File: config.mk
export PLATFORM = sky130hd
export DESIGN_NAME = free_slot_allocator_top
export DESIGN_NICKNAME = d
export VERILOG_FILES = /design/src/rtl/fsa_pkg.sv /design/src/rtl/fsa_cell.sv /design/src/rtl/free_slot_allocator_top.sv
export SDC_FILE = /design/constraint.sdc
export NUM_CORES = 2
export LEC_CHECK = 0
export ABC_AREA = 1
export BUFFER_PORTS_ARGS = -buffer_cell sky130_fd_sc_hd__buf_2
export CAP_MARGIN = 10
export CORE_MARGIN = 4
export CORE_UTILIZATION = 60
export CTS_BUF_LIST = sky130_fd_sc_hd__clkbuf_4 sky130_fd_sc_hd__clkbuf_8 sky130_fd_sc_hd__clkbuf_16
export CTS_CLUSTER_DIAMETER = 50
export DETAILED_ROUTE_END_ITERATION = 12
export HOLD_SLACK_MARGIN = 0.08
export PLACE_DENSITY = 0.76
export SLEW_MARGIN = 20
export SYNTH_ARGS = -nofsm -noshare
export SYNTH_HDL_FRONTEND = slang
export SYNTH_SLANG_ARGS = --single-unit
File: constraint.sdc
create_clock -name clk_i -period 16.2 [get_ports clk_i]
set_clock_uncertainty 0.2 [all_clocks]
set_input_delay 3.24 -clock clk_i [delete_from_list [all_inputs] [get_ports clk_i]]
set_output_delay 3.24 -clock clk_i [all_outputs]
set_load 0.03 [all_outputs]
File: src/rtl/fsa_pkg.sv
`default_nettype none

package fsa_pkg;

  // Number of slots in the map; must be a multiple of CELL_W.
  localparam int SLOTS     = 64;
  // Slots held by one cell of the chain.
  localparam int CELL_W    = 8;
  localparam int NUM_CELLS = SLOTS / CELL_W;
  // Internal slot number, wide enough to hold SLOTS itself ("none").
  localparam int POS_W     = $clog2(SLOTS + 1);

  // Fixed field widths of the request and response.
  localparam int MODE_W  = 3;
  localparam int INDEX_W = 6;
  localparam int COUNT_W = 7;
  localparam int SLOT_W  = 7;

  // Request modes.
  localparam logic [MODE_W-1:0] MODE_TAKE          = 3'd0;
  localparam logic [MODE_W-1:0] MODE_TAKE_BELOW    = 3'd1;
  localparam logic [MODE_W-1:0] MODE_RESERVE_ONE   = 3'd2;
  localparam logic [MODE_W-1:0] MODE_RESERVE_RANGE = 3'd3;
  localparam logic [MODE_W-1:0] MODE_TAKE_RUN      = 3'd4;
  localparam logic [MODE_W-1:0] MODE_QUERY         = 3'd5;

  typedef struct packed {
    logic [MODE_W-1:0]  mode;
    logic [INDEX_W-1:0] index;
    logic [INDEX_W-1:0] last_index;
    logic [COUNT_W-1:0] count;
    logic [COUNT_W-1:0] limit;
  } fsa_req_t;

  typedef struct packed {
    logic [SLOT_W-1:0] slot;
    logic              found;
  } fsa_rsp_t;

  // Token that sweeps down the chain, one cell per cycle.
  // clear = 0: search for the first run of len free slots.
  // clear = 1: take every slot in lo..hi, hit reports that one was free.
  typedef struct packed {
    logic             valid;
    logic             clear;
    logic [POS_W-1:0] len;
    logic [POS_W-1:0] run;
    logic             hit;
    logic [POS_W-1:0] pos;
    logic [POS_W-1:0] lo;
    logic [POS_W-1:0] hi;
  } fsa_wave_t;

endpackage

`default_nettype wire

File: src/rtl/fsa_cell.sv
`default_nettype none

module fsa_cell (
  input  wire logic                     clk_i,
  input  wire logic                     rst_ni,
  input  wire logic [fsa_pkg::POS_W-1:0] base_i,
  input  wire fsa_pkg::fsa_wave_t        wave_i,
  output fsa_pkg::fsa_wave_t             wave_o
);
  import fsa_pkg::*;

  logic [CELL_W-1:0] map_q, map_d;
  fsa_wave_t         wave_q, wave_d;

  always_comb begin
    fsa_wave_t         w;
    logic [CELL_W-1:0] m;
    logic [POS_W-1:0]  p;
    w = wave_i;
    m = map_q;
    p = base_i;
    for (int j = 0; j < CELL_W; j++) begin
      p = base_i + POS_W'(j);
      if (w.valid) begin
        if (w.clear) begin
          if (p >= w.lo && p <= w.hi) begin
            if (m[j]) begin
              w.hit = 1'b1;
            end
            m[j] = 1'b0;
          end
        end else if (!w.hit) begin
          w.run = m[j] ? w.run + POS_W'(1) : '0;
          if (w.run == w.len) begin
            w.hit = 1'b1;
            w.pos = p + POS_W'(1) - w.len;
          end
        end
      end
    end
    map_d  = m;
    wave_d = w;
  end

  always_ff @(posedge clk_i or negedge rst_ni) begin
    if (!rst_ni) begin
      map_q  <= '1;
      wave_q <= '0;
    end else begin
      map_q  <= map_d;
      wave_q <= wave_d;
    end
  end

  assign wave_o = wave_q;

endmodule

`default_nettype wire

File: src/rtl/free_slot_allocator_top.sv
// Free slot allocator: first-fit allocation over a bitmap of free slots.
//
// Request channel: a request (req_i) is taken on a rising edge with start_i
// high and busy_o low. Response channel: rsp_o is valid for exactly one
// cycle while rsp_valid_o is high; the receiver cannot stall it. The next
// request may be taken in the same cycle that a response is shown.
//
// The map lives in a chain of NUM_CELLS cells, CELL_W slots each. Each map
// pass is a token that moves one cell per cycle down the chain: a
// search pass finds the first run of free slots, a clear pass takes a range.
// Requests that need no pass (run of zero, too-long run, empty range, unused
// mode) are answered straight from the idle state. A query and a failed take
// answer after one search pass; reserve one and reserve range after one clear
// pass; a successful take (lowest, below limit, run) after a search pass and
// then a clear pass. The chain length sets how long a pass lasts; one request
// is in flight at a time.
// After reset every slot is free and no response is pending.

`default_nettype none

module free_slot_allocator_top (
  input  wire logic              clk_i,
  input  wire logic              rst_ni,
  input  wire logic              start_i,
  input  wire fsa_pkg::fsa_req_t req_i,
  output logic                   busy_o,
  output logic                   rsp_valid_o,
  output fsa_pkg::fsa_rsp_t      rsp_o
);
  import fsa_pkg::*;

  typedef enum logic [1:0] {
    ST_IDLE,
    ST_SEARCH,
    ST_CLEAR
  } state_e;

  state_e           state_q, state_d;
  fsa_req_t         req_q, req_d;
  logic [POS_W-1:0] len_q, len_d;
  fsa_wave_t        head_q, head_d;
  logic             rsp_valid_q, rsp_valid_d;
  fsa_rsp_t         rsp_q, rsp_d;
  // Take found from the clear pass (reserve one) rather than holding it.
  logic             use_hit_q, use_hit_d;

  fsa_wave_t chain [NUM_CELLS+1];
  fsa_wave_t tail;

  assign chain[0] = head_q;
  assign tail     = chain[NUM_CELLS];

  for (genvar i = 0; i < NUM_CELLS; i++) begin : g_chain
    fsa_cell u_cell (
      .clk_i  (clk_i),
      .rst_ni (rst_ni),
      .base_i (POS_W'(i * CELL_W)),
      .wave_i (chain[i]),
      .wave_o (chain[i+1])
    );
  end

  always_comb begin
    state_d     = state_q;
    req_d       = req_q;
    len_d       = len_q;
    head_d      = '0;
    rsp_valid_d = 1'b0;
    rsp_d       = rsp_q;
    use_hit_d   = use_hit_q;

    unique case (state_q)
      ST_IDLE: begin
        if (start_i) begin
          req_d = req_i;
          unique case (req_i.mode) inside
            MODE_TAKE, MODE_TAKE_BELOW, MODE_QUERY: begin
              // Lowest free slot is the first run of length one.
              len_d        = POS_W'(1);
              head_d.valid = 1'b1;
              head_d.len   = POS_W'(1);
              state_d      = ST_SEARCH;
            end
            MODE_TAKE_RUN: begin
              if (req_i.count == '0) begin
                rsp_d       = '{slot: '0, found: 1'b1};
                rsp_valid_d = 1'b1;
              end else if (32'(req_i.count) > SLOTS) begin
                rsp_d       = '{slot: SLOT_W'(SLOTS), found: 1'b0};
                rsp_valid_d = 1'b1;
              end else begin
                len_d        = POS_W'(req_i.count);
                head_d.valid = 1'b1;
                head_d.len   = POS_W'(req_i.count);
                state_d      = ST_SEARCH;
              end
            end
            MODE_RESERVE_ONE: begin
              head_d.valid = 1'b1;
              head_d.clear = 1'b1;
              head_d.lo    = POS_W'(req_i.index);
              head_d.hi    = POS_W'(req_i.index);
              rsp_d        = '{slot: SLOT_W'(req_i.index), found: 1'b0};
              use_hit_d    = 1'b1;
              state_d      = ST_CLEAR;
            end
            MODE_RESERVE_RANGE: begin
              if (req_i.last_index >= req_i.index) begin
                head_d.valid = 1'b1;
                head_d.clear = 1'b1;
                head_d.lo    = POS_W'(req_i.index);
                head_d.hi    = POS_W'(req_i.last_index);
                rsp_d        = '{slot: SLOT_W'(req_i.index), found: 1'b1};
                use_hit_d    = 1'b0;
                state_d      = ST_CLEAR;
              end else begin
                // Empty range: nothing to take.
                rsp_d       = '{slot: SLOT_W'(req_i.index), found: 1'b0};
                rsp_valid_d = 1'b1;
              end
            end
            default: begin
              rsp_d       = '{slot: SLOT_W'(SLOTS), found: 1'b0};
              rsp_valid_d = 1'b1;
            end
          endcase
        end
      end

      ST_SEARCH: begin
        if (tail.valid) begin
          if (tail.hit && req_q.mode == MODE_QUERY) begin
            rsp_d       = '{slot: SLOT_W'(tail.pos), found: 1'b1};
            rsp_valid_d = 1'b1;
            state_d     = ST_IDLE;
          end else if (tail.hit && (req_q.mode != MODE_TAKE_BELOW ||
                                    32'(tail.pos) < 32'(req_q.limit))) begin
            // Launch the clear pass over the run that was found.
            head_d.valid = 1'b1;
            head_d.clear = 1'b1;
            head_d.lo    = tail.pos;
            head_d.hi    = tail.pos + len_q - POS_W'(1);
            rsp_d        = '{slot: SLOT_W'(tail.pos), found: 1'b1};
            use_hit_d    = 1'b0;
            state_d      = ST_CLEAR;
          end else begin
            rsp_d       = '{slot: SLOT_W'(SLOTS), found: 1'b0};
            rsp_valid_d = 1'b1;
            state_d     = ST_IDLE;
          end
        end
      end

      ST_CLEAR: begin
        if (tail.valid) begin
          if (use_hit_q) begin
            rsp_d.found = tail.hit;
          end
          rsp_valid_d = 1'b1;
          state_d     = ST_IDLE;
        end
      end

      default: begin
        state_d = ST_IDLE;
      end
    endcase
  end

  always_ff @(posedge clk_i or negedge rst_ni) begin
    if (!rst_ni) begin
      state_q     <= ST_IDLE;
      head_q      <= '0;
      rsp_valid_q <= 1'b0;
      use_hit_q   <= 1'b0;
      req_q       <= '0;
      len_q       <= '0;
      rsp_q       <= '0;
    end else begin
      state_q     <= state_d;
      head_q      <= head_d;
      rsp_valid_q <= rsp_valid_d;
      use_hit_q   <= use_hit_d;
      req_q       <= req_d;
      len_q       <= len_d;
      rsp_q       <= rsp_d;
    end
  end

  assign busy_o      = (state_q != ST_IDLE);
  assign rsp_valid_o = rsp_valid_q;
  assign rsp_o       = rsp_q;

endmodule

`default_nettype wire

==> out/results.ini <==
[run_status]
run_status = finished clean

[finish]
fillers = 8134
multi_input_area_sq_um = 35050
layout-drive-gt1-share_pct = 11.93
mostFrequentLayoutCells = nand2_1, inv_1, nor2_1
finish.utilization_pct = 63.44
antennaDiodeCount = 0
finalNetCount = 8409
area_delta_synth_final_pct = 4.380
seq_area_sq_um = 9866
final_common_cell = nand2_1

[power_and_ir_drop]
power_mw = 6.702
ir_drop_uv = 96.58
power.density_nw_per_um2 = 125.8
p_leak_nw = 26.60

[timing]
whs_ns = 0.1530
fin_setup_tns_ns = 0
drv_slew = 0
tightestPinTransition_ns = 1.072
setup_viol = 0
min_period_ns = 8.929
slew_headroom_pct = 26.65
max_freq_mhz = 112.0
rsz0062_at_grt = false
finalHoldViolations = 0
fin_ws_ns = 7.271
fin_crit_sh_pct = 55.12

[setup_path]
cp_slowest_cell = clkinv_1
startpoint_type = register
required_ns = 16.56
endpoint_kind = register
arrival_ns = 9.29
r2r_cells = 54
reg2reg_to = g_chain[2].u_cell.wave_o[16]
cp-startpoint = g_chain[1].u_cell.wave_o[33]
worstReg2RegStart = g_chain[1].u_cell.wave_o[33]
r2r_slack_ns = 7.27
crit_fanout = 19
cpPeakStageDelay_ns = 0.76
worstSetupPathType = register to register
cpMostUsedCell = nand2_1

[hold_path]
whs_endpoint = g_chain[2].u_cell.wave_o[5]
hp-start = g_chain[1].u_cell.wave_o[5]
hold_path_class = register to register
min_path_cells = 0

[synthesis]
yosysSeqAreaShare_pct = 19.33
ys_types = 88
syn_area_sq_um = 51020
ys.warnings.count = 0
syn_nets = 8516
ys.flop_type = dfrtp_1
synthesis.instances = 8301
synth-edff-count = 0
syn_area_per_cell_sq_um = 6.147
ys_ff_latch = 391
async_flop_share_pct = 100.0

[route]
firstDrtPassIters = 6
routed_via_density = 5.938
wl_per_cell_um = 18.12
drc = 0
detail-route-antenna-nets = 0
wirelength_um = 169900
routed-via-count = 55680
first_iter_violations = 5459

[global_route]
grt_remaining_overflow = 0
grt_pass1_wl_um = 270200
antenna_found_initial = 1
grt_pass1_vias = 51150
grt_util_all_layers_pct = 36.58
grt_max_degree = 174

[clocking]
clk_latency_ns = 0.64
cts_tree = yes
cts_resized = 0
ctsLongestPathBuffers = 3
htree_levels = 2
cts_hold_buf = 0
clock-sinks = 391
cts_setup_buffers = 0
cts_buffers = 58
path_clk_slew_ns = 0.07
cts-root-buf = clkbuf_16

[floorplanning]
fp.dieW_um = 299.6
ioPinCount = 42
core_area_sq_um = 83950
initial_core_util_pct = 60.78
rows = 106
die_y_um = 299.6
fp.dieArea_sq_um = 89770

[placed_design]
dp_hpwl_um = 126500
io_buffers = 41
pre_cts_ws_ns = 7.465
place_congestion = 0.9825

[run]
maxCapViolations = 0

[cell usage after synthesis (all sizes together) (15+ instances only)]
library cell | instances | share of area, %
nor2 | 841 | 7.1
a21oi | 216 | 2.2
buf | 151 | 2.0
nand4 | 359 | 5.0
clkinv | 33 | 0.25
nand3b | 22 | 0.32
ha | 182 | 4.5
o211ai | 120 | 1.8
or2 | 21 | 0.26
nand3 | 817 | 9.1
o21bai | 26 | 0.43
dfrtp | 327 | 16
nor3 | 52 | 0.60
xnor2 | 25 | 0.43
o21a | 15 | 0.22
a31oi | 49 | 0.63
o21ai | 736 | 8.0
nand2 | 2612 | 21
inv | 1066 | 7.9
dfstp | 64 | 3.3
o31ai | 17 | 0.25
clkbuf | 118 | 1.8
xor2 | 286 | 4.9
o22ai | 17 | 0.21
[flip-flops by register name, indices dropped and copies added (netlist names)]
register	cells
chain	23
g_chain.u_cell.map_q	64
g_chain.u_cell.wave_o	275
len_q	7
req_q	10
rsp_o	8
rsp_valid_o	1
state_q	2
use_hit_q	1
[layout make-up]
cell class                      instances  area share [%]
Sequential cell                       391           18.52
Inverter                             1099           7.811
Tap cell                             1134           2.664
Timing Repair Buffer                  104           1.316
Multi-Input combinational cell       6540           65.81
Clock inverter                         42          0.9444
Clock buffer                           67           2.932
[power breakdown]
group	internal [mW]	switching, mW
Clock	0.768	0.549
Sequential	1.15	0.182
Combinational	1.23	2.83
[routing by layer]
layer | global-route usage, % | part of all wire (%) | up-vias | wire (um)
li1 | - | - | 27070 | -
met1 | 48.92 | 42 | 25490 | 70740
met2 | 59.69 | 45 | 2616 | 76050
met3 | 5.577 | 9.4 | 502 | 15920
met4 | 14.16 | 4.2 | 2 | 7166
met5 | 0 | 0.0065 | - | 11
[stage by stage]
stage / std cells / cell area [sq um]
after floorplan: 8301 / 51020
after global placement: 9268 / 51190
after detailed placement: 9268 / 51190
after CTS: 9377 / 53260
after global routing: 9377 / 53260
final: 9377 / 53260
[critical path: cells and delay by family, from the launching register on]
kind	cells	cell delay (ns)
fa+ha+maj	4	1.08
xor+xnor	2	0.31
buf+inv	5	1.30
flops	1	0.32
compound gates	5	0.81
simple gates	38	4.80
[how the worst max path moves through the flow]
stage / depth (start not counted) / end
final: 54 / g_chain[2].u_cell.wave_o[16]
after detailed placement: 53 / g_chain[2].u_cell.wave_o[20]
after CTS: 53 / g_chain[2].u_cell.wave_o[20]
after floorplan: 50 / g_chain[0].u_cell.wave_o[14]
after global placement: 53 / g_chain[2].u_cell.wave_o[20]
after global routing: 56 / g_chain[2].u_cell.wave_o[16]
[cell families (layout without fill, tap and decap cells)]
family / count (synthesis) / after routing / synth area share (%)
simple gates: 4742 / 4742 / 43.26
other cells: 1 / 1 / 0.007349
mux: 11 / 11 / 0.2158
buf+inv: 1370 / 1312 / 11.98
xor+xnor: 311 / 311 / 5.338
compound gates: 1292 / 1292 / 15.36
fa+ha+maj: 183 / 183 / 4.502
flops: 391 / 391 / 19.33
Note: power is estimated with default switching activity, not from simulation.
